===== config.mk =====
export PLATFORM = sky130hd
export DESIGN_NAME = fetch_block_tracker
export DESIGN_NICKNAME = d
export VERILOG_FILES = /design/src/hdl/fbt_pkg.sv /design/src/hdl/fbt_queue.sv /design/src/hdl/fbt_front.sv /design/src/hdl/fbt_back.sv /design/src/hdl/fetch_block_tracker.sv
export VERILOG_INCLUDE_DIRS = /design/src /design/src/hdl
export SDC_FILE = /design/constraint.sdc
export NUM_CORES = 2
export LEC_CHECK = 0
export BUFFER_PORTS_ARGS = -buffer_cell sky130_fd_sc_hd__buf_2
export CORE_MARGIN = 10
export CORE_UTILIZATION = 24
export CTS_CLUSTER_SIZE = 20
export DETAILED_ROUTE_END_ITERATION = 16
export GPL_TIMING_DRIVEN = 0
export PLACE_DENSITY = 0.46
export SLEW_MARGIN = 20
export SYNTH_ARGS = -nofsm -noshare
export SYNTH_HDL_FRONTEND = slang
export SYNTH_HIERARCHICAL = 1
export SYNTH_SLANG_ARGS = --single-unit

===== constraint.sdc =====
create_clock -name clk_i -period 101.6 [get_ports clk_i]
set_input_delay 15.24 -clock clk_i [delete_from_list [all_inputs] [get_ports clk_i]]
set_output_delay 15.24 -clock clk_i [all_outputs]
set_load 0.02 [all_outputs]

===== src/hdl/assert_macros.svh =====
// assertion macros shared by the fetch block tracker modules
// no dependencies; define NO_ASSERTIONS to compile them out
`ifndef ASSERT_MACROS_SVH
`define ASSERT_MACROS_SVH

`ifndef NO_ASSERTIONS

// property must hold at every clock edge outside reset
`define FBT_ASSERT(lbl, clk, rstn, prop) \
  lbl: assert property (@(posedge clk) disable iff (!rstn) prop) \
    else $error("fbt assertion failed");

// condition must never be true outside reset
`define FBT_NEVER(lbl, clk, rstn, cond) \
  lbl: assert property (@(posedge clk) disable iff (!rstn) !(cond)) \
    else $error("fbt forbidden condition seen");

`else

`define FBT_ASSERT(lbl, clk, rstn, prop)
`define FBT_NEVER(lbl, clk, rstn, cond)

`endif

`endif


===== src/hdl/fbt_pkg.sv =====
// shared types and constants of the fetch block tracker
// no dependencies
`timescale 1ns / 1ps

package fbt_pkg;

  localparam int unsigned PC_W       = 64;  // port width of addresses
  localparam int unsigned INSN_W     = 32;
  localparam int unsigned CNT_W      = 7;   // block count and limit
  localparam int unsigned CFG_DATA_W = 7;
  localparam int unsigned CFG_IDX_W  = 2;
  localparam int unsigned SHIFT_W    = 4;

  localparam logic [CNT_W-1:0] LIMIT_MAX = 7'd127;
  localparam int unsigned INSN_BYTES = 4;

  // queue between front and back
  localparam int unsigned QUEUE_DEPTH = 4;
  localparam int unsigned QPTR_W      = $clog2(QUEUE_DEPTH);
  localparam int unsigned QCNT_W      = $clog2(QUEUE_DEPTH + 1);

  // register reset values
  localparam logic [CNT_W-1:0]   FETCH_WIDTH_RST = 7'd16;
  localparam logic [SHIFT_W-1:0] ALIGN_BITS_RST  = 4'd3;
  localparam logic [SHIFT_W-1:0] ROUND_BITS_RST  = 4'd6;
  localparam logic [SHIFT_W-1:0] BOUND_BITS_RST  = 4'd0;

  typedef enum logic [CFG_IDX_W-1:0] {
    CFG_FETCH_WIDTH = 2'd0,
    CFG_ALIGN_BITS  = 2'd1,
    CFG_ROUND_BITS  = 2'd2,
    CFG_BOUND_BITS  = 2'd3
  } cfg_reg_e;

  typedef struct packed {
    logic [CNT_W-1:0]   fetch_width;
    logic [SHIFT_W-1:0] align_bits;
    logic [SHIFT_W-1:0] round_bits;
    logic [SHIFT_W-1:0] bound_bits;
  } cfg_t;

endpackage


===== src/hdl/fbt_queue.sv =====
// small register queue that decouples the limit pipeline from the block tracker
// depends on fbt_pkg and assert_macros.svh
`timescale 1ns / 1ps
`include "assert_macros.svh"

module fbt_queue import fbt_pkg::*; #(
  parameter int unsigned WIDTH = 167
) (
  input  logic              clk_i,
  input  logic              rst_ni,
  input  logic              push_i,
  input  logic [WIDTH-1:0]  push_data_i,
  input  logic              pop_i,
  output logic              valid_o,
  output logic [WIDTH-1:0]  data_o,
  output logic [QCNT_W-1:0] count_o
);

  logic [WIDTH-1:0]  mem_q [QUEUE_DEPTH];
  logic [QPTR_W-1:0] wr_ptr_q, wr_ptr_d;
  logic [QPTR_W-1:0] rd_ptr_q, rd_ptr_d;
  logic [QCNT_W-1:0] count_q, count_d;

  always_comb begin
    wr_ptr_d = wr_ptr_q;
    rd_ptr_d = rd_ptr_q;
    count_d  = count_q;
    if (push_i) begin
      wr_ptr_d = (wr_ptr_q == QPTR_W'(QUEUE_DEPTH - 1)) ? '0 : wr_ptr_q + 1'b1;
    end
    if (pop_i) begin
      rd_ptr_d = (rd_ptr_q == QPTR_W'(QUEUE_DEPTH - 1)) ? '0 : rd_ptr_q + 1'b1;
    end
    if (push_i && !pop_i) begin
      count_d = count_q + 1'b1;
    end else if (!push_i && pop_i) begin
      count_d = count_q - 1'b1;
    end
  end

  always_ff @(posedge clk_i or negedge rst_ni) begin
    if (!rst_ni) begin
      wr_ptr_q <= '0;
      rd_ptr_q <= '0;
      count_q  <= '0;
    end else begin
      wr_ptr_q <= wr_ptr_d;
      rd_ptr_q <= rd_ptr_d;
      count_q  <= count_d;
    end
  end

  always_ff @(posedge clk_i) begin
    if (push_i) begin
      mem_q[wr_ptr_q] <= push_data_i;
    end
  end

  assign valid_o = (count_q != '0);
  assign data_o  = mem_q[rd_ptr_q];
  assign count_o = count_q;

  // front reserves space before it takes an item, so a full queue never sees a push
  `FBT_NEVER(a_queue_overflow, clk_i, rst_ni,
             push_i && !pop_i && (count_q == QCNT_W'(QUEUE_DEPTH)))
  `FBT_NEVER(a_queue_underflow, clk_i, rst_ni, pop_i && (count_q == '0))

endmodule


===== src/hdl/fbt_front.sv =====
// front end: accepts items and computes each one's block limit in a short pipeline
// depends on fbt_pkg
`timescale 1ns / 1ps

module fbt_front import fbt_pkg::*; #(
  parameter int unsigned ADDR_WIDTH = 64
) (
  input  logic                 clk_i,
  input  logic                 rst_ni,
  input  cfg_t                 cfg_i,
  input  logic                 in_valid_i,
  output logic                 in_stall_o,
  input  logic [PC_W-1:0]      pc_i,
  input  logic [INSN_W-1:0]    insn_i,
  input  logic [QCNT_W-1:0]    q_count_i,
  output logic                 q_push_o,
  output logic [2*ADDR_WIDTH+INSN_W+CNT_W-1:0] q_data_o
);

  localparam int unsigned AW = ADDR_WIDTH;

  logic          accept;
  logic [AW-1:0] pc_in;
  logic [AW-1:0] align_mask, bound_mask;
  logic [AW-1:0] end_round, end_width, end_near, end_cut;
  logic [AW-1:0] span_bytes;
  logic [AW-3:0] span;
  logic [CNT_W-1:0] limit;
  logic [QCNT_W+1:0] reserved;

  // stage 1: round and width boundaries
  logic          v1_q;
  logic [AW-1:0] pc1_q, pc4_1_q, end_round1_q, end_width1_q;
  logic [INSN_W-1:0] insn1_q;
  // stage 2: block end after the bound cut
  logic          v2_q;
  logic [AW-1:0] pc2_q, pc4_2_q, end2_q;
  logic [INSN_W-1:0] insn2_q;

  // space is reserved for every item still in the pipeline
  assign reserved   = (QCNT_W+2)'(q_count_i) + (QCNT_W+2)'(v1_q) + (QCNT_W+2)'(v2_q);
  assign in_stall_o = (reserved >= (QCNT_W+2)'(QUEUE_DEPTH));
  assign accept     = in_valid_i && !in_stall_o;

  assign pc_in      = pc_i[AW-1:0];
  assign align_mask = {AW{1'b1}} << cfg_i.align_bits;
  assign end_round  = (pc_in & align_mask) + (AW'(1) << cfg_i.round_bits);
  assign end_width  = pc_in + (AW'(cfg_i.fetch_width) << 2);

  assign bound_mask = {AW{1'b1}} << cfg_i.bound_bits;
  assign end_near   = (end_round1_q < end_width1_q) ? end_round1_q : end_width1_q;
  always_comb begin
    end_cut = end_near;
    if ((cfg_i.bound_bits != '0) && (((pc1_q ^ end_near) & bound_mask) != '0)) begin
      end_cut = end_near & bound_mask;
    end
  end

  assign span_bytes = end2_q - pc2_q;
  assign span       = span_bytes[AW-1:2];
  assign limit      = (span[AW-3:CNT_W] != '0) ? LIMIT_MAX : span[CNT_W-1:0];

  always_ff @(posedge clk_i or negedge rst_ni) begin
    if (!rst_ni) begin
      v1_q <= 1'b0;
      v2_q <= 1'b0;
    end else begin
      v1_q <= accept;
      v2_q <= v1_q;
    end
  end

  always_ff @(posedge clk_i) begin
    if (accept) begin
      pc1_q        <= pc_in;
      pc4_1_q      <= pc_in + AW'(INSN_BYTES);
      insn1_q      <= insn_i;
      end_round1_q <= end_round;
      end_width1_q <= end_width;
    end
    if (v1_q) begin
      pc2_q   <= pc1_q;
      pc4_2_q <= pc4_1_q;
      insn2_q <= insn1_q;
      end2_q  <= end_cut;
    end
  end

  assign q_push_o = v2_q;
  assign q_data_o = {pc2_q, pc4_2_q, insn2_q, limit};

endmodule


===== src/hdl/fbt_back.sv =====
// back end: tracks the open block, decides closes and holds the result register
// depends on fbt_pkg and assert_macros.svh
`timescale 1ns / 1ps
`include "assert_macros.svh"

module fbt_back import fbt_pkg::*; #(
  parameter int unsigned ADDR_WIDTH = 64
) (
  input  logic                 clk_i,
  input  logic                 rst_ni,
  input  logic                 q_valid_i,
  input  logic [2*ADDR_WIDTH+INSN_W+CNT_W-1:0] q_data_i,
  output logic                 q_pop_o,
  output logic                 out_valid_o,
  input  logic                 out_stall_i,
  output logic [PC_W-1:0]      block_start_o,
  output logic [PC_W-1:0]      block_end_o,
  output logic [PC_W-1:0]      target_pc_o,
  output logic [INSN_W-1:0]    end_insn_o
);

  localparam int unsigned AW = ADDR_WIDTH;

  logic [AW-1:0]     item_pc, item_pc4;
  logic [INSN_W-1:0] item_insn;
  logic [CNT_W-1:0]  item_limit;
  logic              close, open;

  logic              started_q;
  logic [AW-1:0]     open_start_q, last_pc_q, next_pc_q;
  logic [INSN_W-1:0] last_word_q;
  logic [CNT_W-1:0]  count_q, limit_q;

  logic              out_valid_q;
  logic [AW-1:0]     out_start_q, out_end_q, out_target_q;
  logic [INSN_W-1:0] out_insn_q;

  assign {item_pc, item_pc4, item_insn, item_limit} = q_data_i;

  assign close   = started_q && ((count_q == limit_q) || (item_pc != next_pc_q));
  assign open    = !started_q || close;
  // hold the head item only while its result has nowhere to go
  assign q_pop_o = q_valid_i && !(close && out_valid_q && out_stall_i);

  always_ff @(posedge clk_i or negedge rst_ni) begin
    if (!rst_ni) begin
      started_q   <= 1'b0;
      count_q     <= '0;
      limit_q     <= '0;
      out_valid_q <= 1'b0;
    end else begin
      if (out_valid_q && !out_stall_i) begin
        out_valid_q <= 1'b0;
      end
      if (q_pop_o) begin
        started_q <= 1'b1;
        if (open) begin
          count_q <= CNT_W'(1);
          limit_q <= item_limit;
        end else if (count_q < LIMIT_MAX) begin
          count_q <= count_q + 1'b1;
        end
        if (close) begin
          out_valid_q <= 1'b1;
        end
      end
    end
  end

  always_ff @(posedge clk_i) begin
    if (q_pop_o) begin
      if (open) begin
        open_start_q <= item_pc;
      end
      last_pc_q   <= item_pc;
      next_pc_q   <= item_pc4;
      last_word_q <= item_insn;
      if (close) begin
        out_start_q  <= open_start_q;
        out_end_q    <= last_pc_q;
        out_target_q <= item_pc;
        out_insn_q   <= last_word_q;
      end
    end
  end

  assign out_valid_o   = out_valid_q;
  assign block_start_o = PC_W'(out_start_q);
  assign block_end_o   = PC_W'(out_end_q);
  assign target_pc_o   = PC_W'(out_target_q);
  assign end_insn_o    = out_insn_q;

  `FBT_ASSERT(a_started_sticky, clk_i, rst_ni, started_q |=> started_q)
  `FBT_ASSERT(a_count_nonzero, clk_i, rst_ni, started_q |-> (count_q != '0))
  `FBT_ASSERT(a_no_result_before_start, clk_i, rst_ni, !started_q |-> !out_valid_q)

endmodule


===== src/hdl/fetch_block_tracker.sv =====
// fetch block tracker top level: configuration registers, front, queue and back
// depends on fbt_pkg, fbt_front, fbt_queue and fbt_back
`timescale 1ns / 1ps

// Groups a stream of committed instructions (pc, instruction word) into fetch
// blocks and reports each block when it closes: start pc, pc of the last
// instruction, pc of the instruction that closed it, and the last instruction
// word. A block closes when its instruction count reaches the limit computed
// when it opened, or when the next pc is not the previous pc plus 4. The very
// first item only opens a block, and a block that is still open is never
// flushed. Items are taken one per cycle while in_stall_o is low; a result
// is presented once the item that closes the block has moved from the first
// front stage through the second front stage and the queue head into the
// result register. The front runs the 64-bit boundary adds, the
// compare and the span subtract one per stage and pushes into a four-entry
// queue; it stalls the input only when the queue plus its two pipeline stages
// would overflow. The back holds the open block and a single result register,
// so a stalled output stops the back only when the head item closes another
// block. Addresses are kept at ADDR_WIDTH bits and zero-extended on output.
// Configuration registers (write enable, index, data) take effect at once
// and are to be written only while the block is idle.

module fetch_block_tracker import fbt_pkg::*; #(
  parameter int unsigned ADDR_WIDTH = 64
) (
  input  logic                  clk_i,
  input  logic                  rst_ni,
  // configuration write port
  input  logic                  cfg_we_i,
  input  logic [CFG_IDX_W-1:0]  cfg_idx_i,
  input  logic [CFG_DATA_W-1:0] cfg_data_i,
  // committed instruction items
  input  logic                  in_valid_i,
  output logic                  in_stall_o,
  input  logic [PC_W-1:0]       pc_i,
  input  logic [INSN_W-1:0]     insn_i,
  // closed block items
  output logic                  out_valid_o,
  input  logic                  out_stall_i,
  output logic [PC_W-1:0]       block_start_o,
  output logic [PC_W-1:0]       block_end_o,
  output logic [PC_W-1:0]       target_pc_o,
  output logic [INSN_W-1:0]     end_insn_o
);

  // queue entry: pc, pc plus 4, instruction word, block limit
  localparam int unsigned ITEM_W = 2 * ADDR_WIDTH + INSN_W + CNT_W;

  cfg_t cfg_q;

  logic              q_push, q_pop, q_valid;
  logic [ITEM_W-1:0] q_push_data, q_data;
  logic [QCNT_W-1:0] q_count;

  // configuration registers, one per index
  always_ff @(posedge clk_i or negedge rst_ni) begin
    if (!rst_ni) begin
      cfg_q.fetch_width <= FETCH_WIDTH_RST;
      cfg_q.align_bits  <= ALIGN_BITS_RST;
      cfg_q.round_bits  <= ROUND_BITS_RST;
      cfg_q.bound_bits  <= BOUND_BITS_RST;
    end else if (cfg_we_i) begin
      unique case (cfg_reg_e'(cfg_idx_i))
        CFG_FETCH_WIDTH: cfg_q.fetch_width <= cfg_data_i;
        CFG_ALIGN_BITS:  cfg_q.align_bits  <= cfg_data_i[SHIFT_W-1:0];
        CFG_ROUND_BITS:  cfg_q.round_bits  <= cfg_data_i[SHIFT_W-1:0];
        CFG_BOUND_BITS:  cfg_q.bound_bits  <= cfg_data_i[SHIFT_W-1:0];
        default: ;
      endcase
    end
  end

  // front: accepts items and works out each item's block limit
  fbt_front #(
    .ADDR_WIDTH (ADDR_WIDTH)
  ) u_front (
    .clk_i      (clk_i),
    .rst_ni     (rst_ni),
    .cfg_i      (cfg_q),
    .in_valid_i (in_valid_i),
    .in_stall_o (in_stall_o),
    .pc_i       (pc_i),
    .insn_i     (insn_i),
    .q_count_i  (q_count),
    .q_push_o   (q_push),
    .q_data_o   (q_push_data)
  );

  // queue: lets the front keep going while the output is stalled
  fbt_queue #(
    .WIDTH (ITEM_W)
  ) u_queue (
    .clk_i       (clk_i),
    .rst_ni      (rst_ni),
    .push_i      (q_push),
    .push_data_i (q_push_data),
    .pop_i       (q_pop),
    .valid_o     (q_valid),
    .data_o      (q_data),
    .count_o     (q_count)
  );

  // back: open block state, close decision and result register
  fbt_back #(
    .ADDR_WIDTH (ADDR_WIDTH)
  ) u_back (
    .clk_i         (clk_i),
    .rst_ni        (rst_ni),
    .q_valid_i     (q_valid),
    .q_data_i      (q_data),
    .q_pop_o       (q_pop),
    .out_valid_o   (out_valid_o),
    .out_stall_i   (out_stall_i),
    .block_start_o (block_start_o),
    .block_end_o   (block_end_o),
    .target_pc_o   (target_pc_o),
    .end_insn_o    (end_insn_o)
  );

endmodule


==> results.md <==
Clock tree:
- The root buffer cell is sky130_fd_sc_hd__clkbuf_16.
- The H-tree generated during clock tree synthesis spans 4 levels.
- Clock tree synthesis found a total of 1666 sinks.
- The number of setup buffers added after CTS is 0.
- Once the clock tree was built, the resizer swapped 0 gates to a different size.
- The CTS tree is built.
- The number of clock buffers inserted by TritonCTS is 191.
- Clock-pin slew was measured on the worst setup and hold paths at 60 ps.
- Hold repair after CTS inserted 0 buffers.
- In this run the deepest clock path goes through 4 buffers.
- At the later pin of the worst-skew pair, clock insertion delay measures 890 ps.

Global route:
- Entering global routing, the biggest net connects 62 pins.
- The wire length of the first global-routing pass is 313 mm.
- The initial antenna violation count came to 26.
- The total congestion overflow after global routing is 0.
- The total global-route track usage is 14.1%.
- The number of global-route vias before repair is 39800.

Logic synthesis:
- Yosys attributes the largest share of cell area to sky130_fd_sc_hd__edfxtp_1 (71%), sky130_fd_sc_hd__mux4_2 (5.5%), sky130_fd_sc_hd__ha_1 (2.9%), sky130_fd_sc_hd__xnor2_1 (2.5%), sky130_fd_sc_hd__xor2_1 (1.9%).
- The post-synthesis average cell area is 16.4 um^2.
- The number of cells produced by synthesis is 4192.
- The share of synthesized flip-flops with an asynchronous set or reset is 2.64%.
- The top cell type's share of synthesized area is 70.9%.
- The cell area that synthesis handed to floorplanning was 68700 um^2.
- The number of synthesized register bits is 1666.
- Counting distinct cell types in the post-synthesis netlist gives 86.
- The synthesis warning total is 6.
- Among all flip-flop cells after synthesis, the most frequent one is sky130_fd_sc_hd__edfxtp_1.
- Summing the sequential cell areas from Yosys gives 72.5% of the chip area.
- The synthesized netlist net count is 4462.
- The number of enable flip-flop cells after synthesis is 1622.
- The biggest area contributor in the post-synthesis netlist is sky130_fd_sc_hd__edfxtp_1.

Worst setup path:
- Data on the critical path arrives at its endpoint at 20030 ps.
- The maximum net fanout on the critical path is 9.
- The worst setup path is of the in2reg kind.
- STA classifies the critical path startpoint as a primary input.
- The nature of the critical path endpoint is a flip-flop.
- The required time of the worst setup path is 102070 ps.

Outcome:
- The flow ran to the end, and the final reports show no timing, DRC or antenna violations.

Placement:
- The last weighted congestion value of the routability-driven placer is 0.910.
- The wire-length estimate of the detail-placed layout is 175 mm.
- The number of input and output port buffers inserted is 335.

Floorplan:
- The area of the core is 285000 um^2.
- The height of the chip is 555 um.
- The effective utilization at floorplan is 24.1%.
- The die is 555 um wide.
- The floorplan has 196 rows.
- 336 I/O pins were placed.
- The area of the die is 308000 um^2.

Worst hold path:
- The worst hold path belongs to the class reg2reg.

Drt:
- Using the TritonRoute via totals, the vias-per-cell ratio works out to 4.48.
- The number of design-rule violations left by the first detailed-router iteration is 3565.
- The number of antenna-violating nets in the routed design is 0.
- The first-pass iteration count of the detailed router is 5.
- The DRC violation count after routing is 0.
- The total wire length is 226 mm.
- The via count is 39200.
- The routed length per instance is 25.8 um.

STA:
- The max-slew headroom at the worst pin is 16.3%.
- The worst path in the final design needs a cycle of 19560 ps, including I/O delays and setup.
- Dividing the final minimum period by the clock period gives 19.3%.
- The fmax is 0.0511 GHz.
- The number of slew-limit violations in the final report is 0.
- The final sum of negative setup slack is 0 ps.
- The slew of the pin with the lowest slew margin is 1250 ps.
- On the final layout, the worst clock skew is 99.0 ps.
- Setup repair after global routing left no endpoint under its margin.
- The final-report hold violation count is 0.
- The count of endpoints failing setup in the final report is 0.
- Across all hold checks on the routed design, the worst slack comes to 359 ps.

Power:
- Power comes to 2.51 mW.
- Summed over all cells, the static leakage comes to 28.3 nW.
- VDD sags by at most 0.0000154 V.
- Dividing total power by cell area gives a power density of 30.3 nW/um^2.

Finish:
- The net count of the finished layout is 5100.
- Cells with a size suffix above 1 make up 20.4% of the layout.
- The area added between synthesis and finish is 20.8%.
- The number of fill cells is 28600.

Flow run:
- Across the run, the number of max-cap violations was 0.
state kept, by name, summed over array words and instances, names as in the netlist, 62 cells and up:
register / count
u_back/block_start_o: 64
u_front/end2_q: 64
u_front/pc1_q: 64
u_back/last_pc_q: 64
u_back/block_end_o: 64
u_front/pc2_q: 64
u_back/open_start_q: 64
u_front/pc4_2_q: 62
u_front/pc4_1_q: 62
u_front/end_width1_q: 62
u_back/target_pc_o: 64
u_front/end_round1_q: 64
u_queue/mem_q: 668
u_back/next_pc_q: 64
per-layer routing:
layer	up-vias	routed length (um)	share of wire [%]	global-route usage [%]
li1	17600	-	-	-
met1	20200	108000	48	20.7
met2	1208	99600	44	21.6
met3	262	11900	5.3	2.25
met4	0	6260	2.8	3.87
met5	-	0	0	0
final cells by class:
class / count / area (um^2) / area share (%)
diodes: 16 / 40.0 / 0.0482
plain buffers: 163 / 777 / 0.936
clock buffers: 231 / 4990 / 6.01
clock inverters: 116 / 1210 / 1.46
inverters: 209 / 785 / 0.945
multi-input cells: 2154 / 17400 / 21.0
flip-flops and latches: 1666 / 49800 / 60.0
well taps: 3762 / 4710 / 5.67
repair buffers: 445 / 3240 / 3.91
stage by stage:
stage	util [%]	std cells	setup WS (ps)	area [um^2]
finish	29.1	8762	82040	83000
global route	29.1	8746	81860	83000
CTS	29.1	8746	82170	83000
detailed placement	26.9	8399	81300	76800
global placement	26.3	8289	28430	75100
floorplan	-	4192	49510	68700
logic make-up after synthesis:
| logic type | Yosys count | share of synthesized area, % |
|---|---|---|
| adders and majority gates | 160 | 2.95 |
| and+or+nand+nor | 879 | 6.31 |
| AOI/OAI and AO/OA | 577 | 5.66 |
| xor gates and xnor gates | 340 | 4.33 |
| DFF | 1666 | 72.5 |
| muxes | 198 | 5.97 |
| buffers and inverters | 372 | 2.27 |
Yosys cell counts (all sizes together), types with 67 or more instances:
| cell | number |
|---|---|
| edfxtp | 1622 |
| nand2 | 258 |
| inv | 209 |
| xnor2 | 193 |
| nor2 | 191 |
| mux4 | 167 |
| ha | 157 |
| xor2 | 147 |
| a21oi | 146 |
| o21ai | 119 |
| clkbuf | 114 |
| nand4 | 96 |
| nand3 | 76 |
| nor3 | 67 |
placed cells by master, fill, tap and decap left out, types with 119 or more instances in the layout:
cell	instances
sky130_fd_sc_hd__mux4_2	167
sky130_fd_sc_hd__nand2_1	258
sky130_fd_sc_hd__xor2_1	147
sky130_fd_sc_hd__a21oi_1	145
sky130_fd_sc_hd__clkbuf_16	192
sky130_fd_sc_hd__inv_1	209
sky130_fd_sc_hd__clkbuf_1	149
sky130_fd_sc_hd__nor2_1	190
sky130_fd_sc_hd__xnor2_1	190
sky130_fd_sc_hd__o21ai_0	119
sky130_fd_sc_hd__edfxtp_1	1622
sky130_fd_sc_hd__buf_2	395
sky130_fd_sc_hd__ha_1	157
worst max-delay path, cell delays in order:
cell and delay (ps):
sky130_fd_sc_hd__buf_2 90, sky130_fd_sc_hd__clkbuf_1 490, sky130_fd_sc_hd__nand4_1 240, sky130_fd_sc_hd__nor2_1 390
sky130_fd_sc_hd__nand2_1 210, sky130_fd_sc_hd__nor2_1 290, sky130_fd_sc_hd__nand3_1 350, sky130_fd_sc_hd__nor3_1 1000
sky130_fd_sc_hd__nand3_1 460, sky130_fd_sc_hd__nor4_1 390, sky130_fd_sc_hd__xor2_1 860
power breakdown:
| part | internal (mW) | leakage (nW) | switching (mW) | total, mW |
|---|---|---|---|---|
| registers | 1.01 | 15.6 | 0.100 | 1.11 |
| logic | 0.245 | 9.74 | 0.481 | 0.726 |
| clock network | 0.400 | 2.99 | 0.281 | 0.681 |
| total | 1.65 | 28.3 | 0.862 | 2.51 |
worst paths after layout:
path / from / endpoint / slack [ps] / cells after the start
worst max-delay path: pc_i[9] / u_front/pc4_1_q[59] / 82040 / 11
worst min-delay path: u_back/last_pc_q[28] / u_back/block_end_o[28] / 360 / 0
worst max register to register: u_queue/rd_ptr_q[1] / u_back/last_pc_q[34] / 94710 / 15
worst min register to register: u_back/last_pc_q[28] / u_back/block_end_o[28] / 360 / 0
max in group asynchronous: rst_ni / cfg_q[5] / 86610 / 2
min in group asynchronous: rst_ni / u_front/v1_q / 14290 / 1
(Power assumes the default switching activity.)
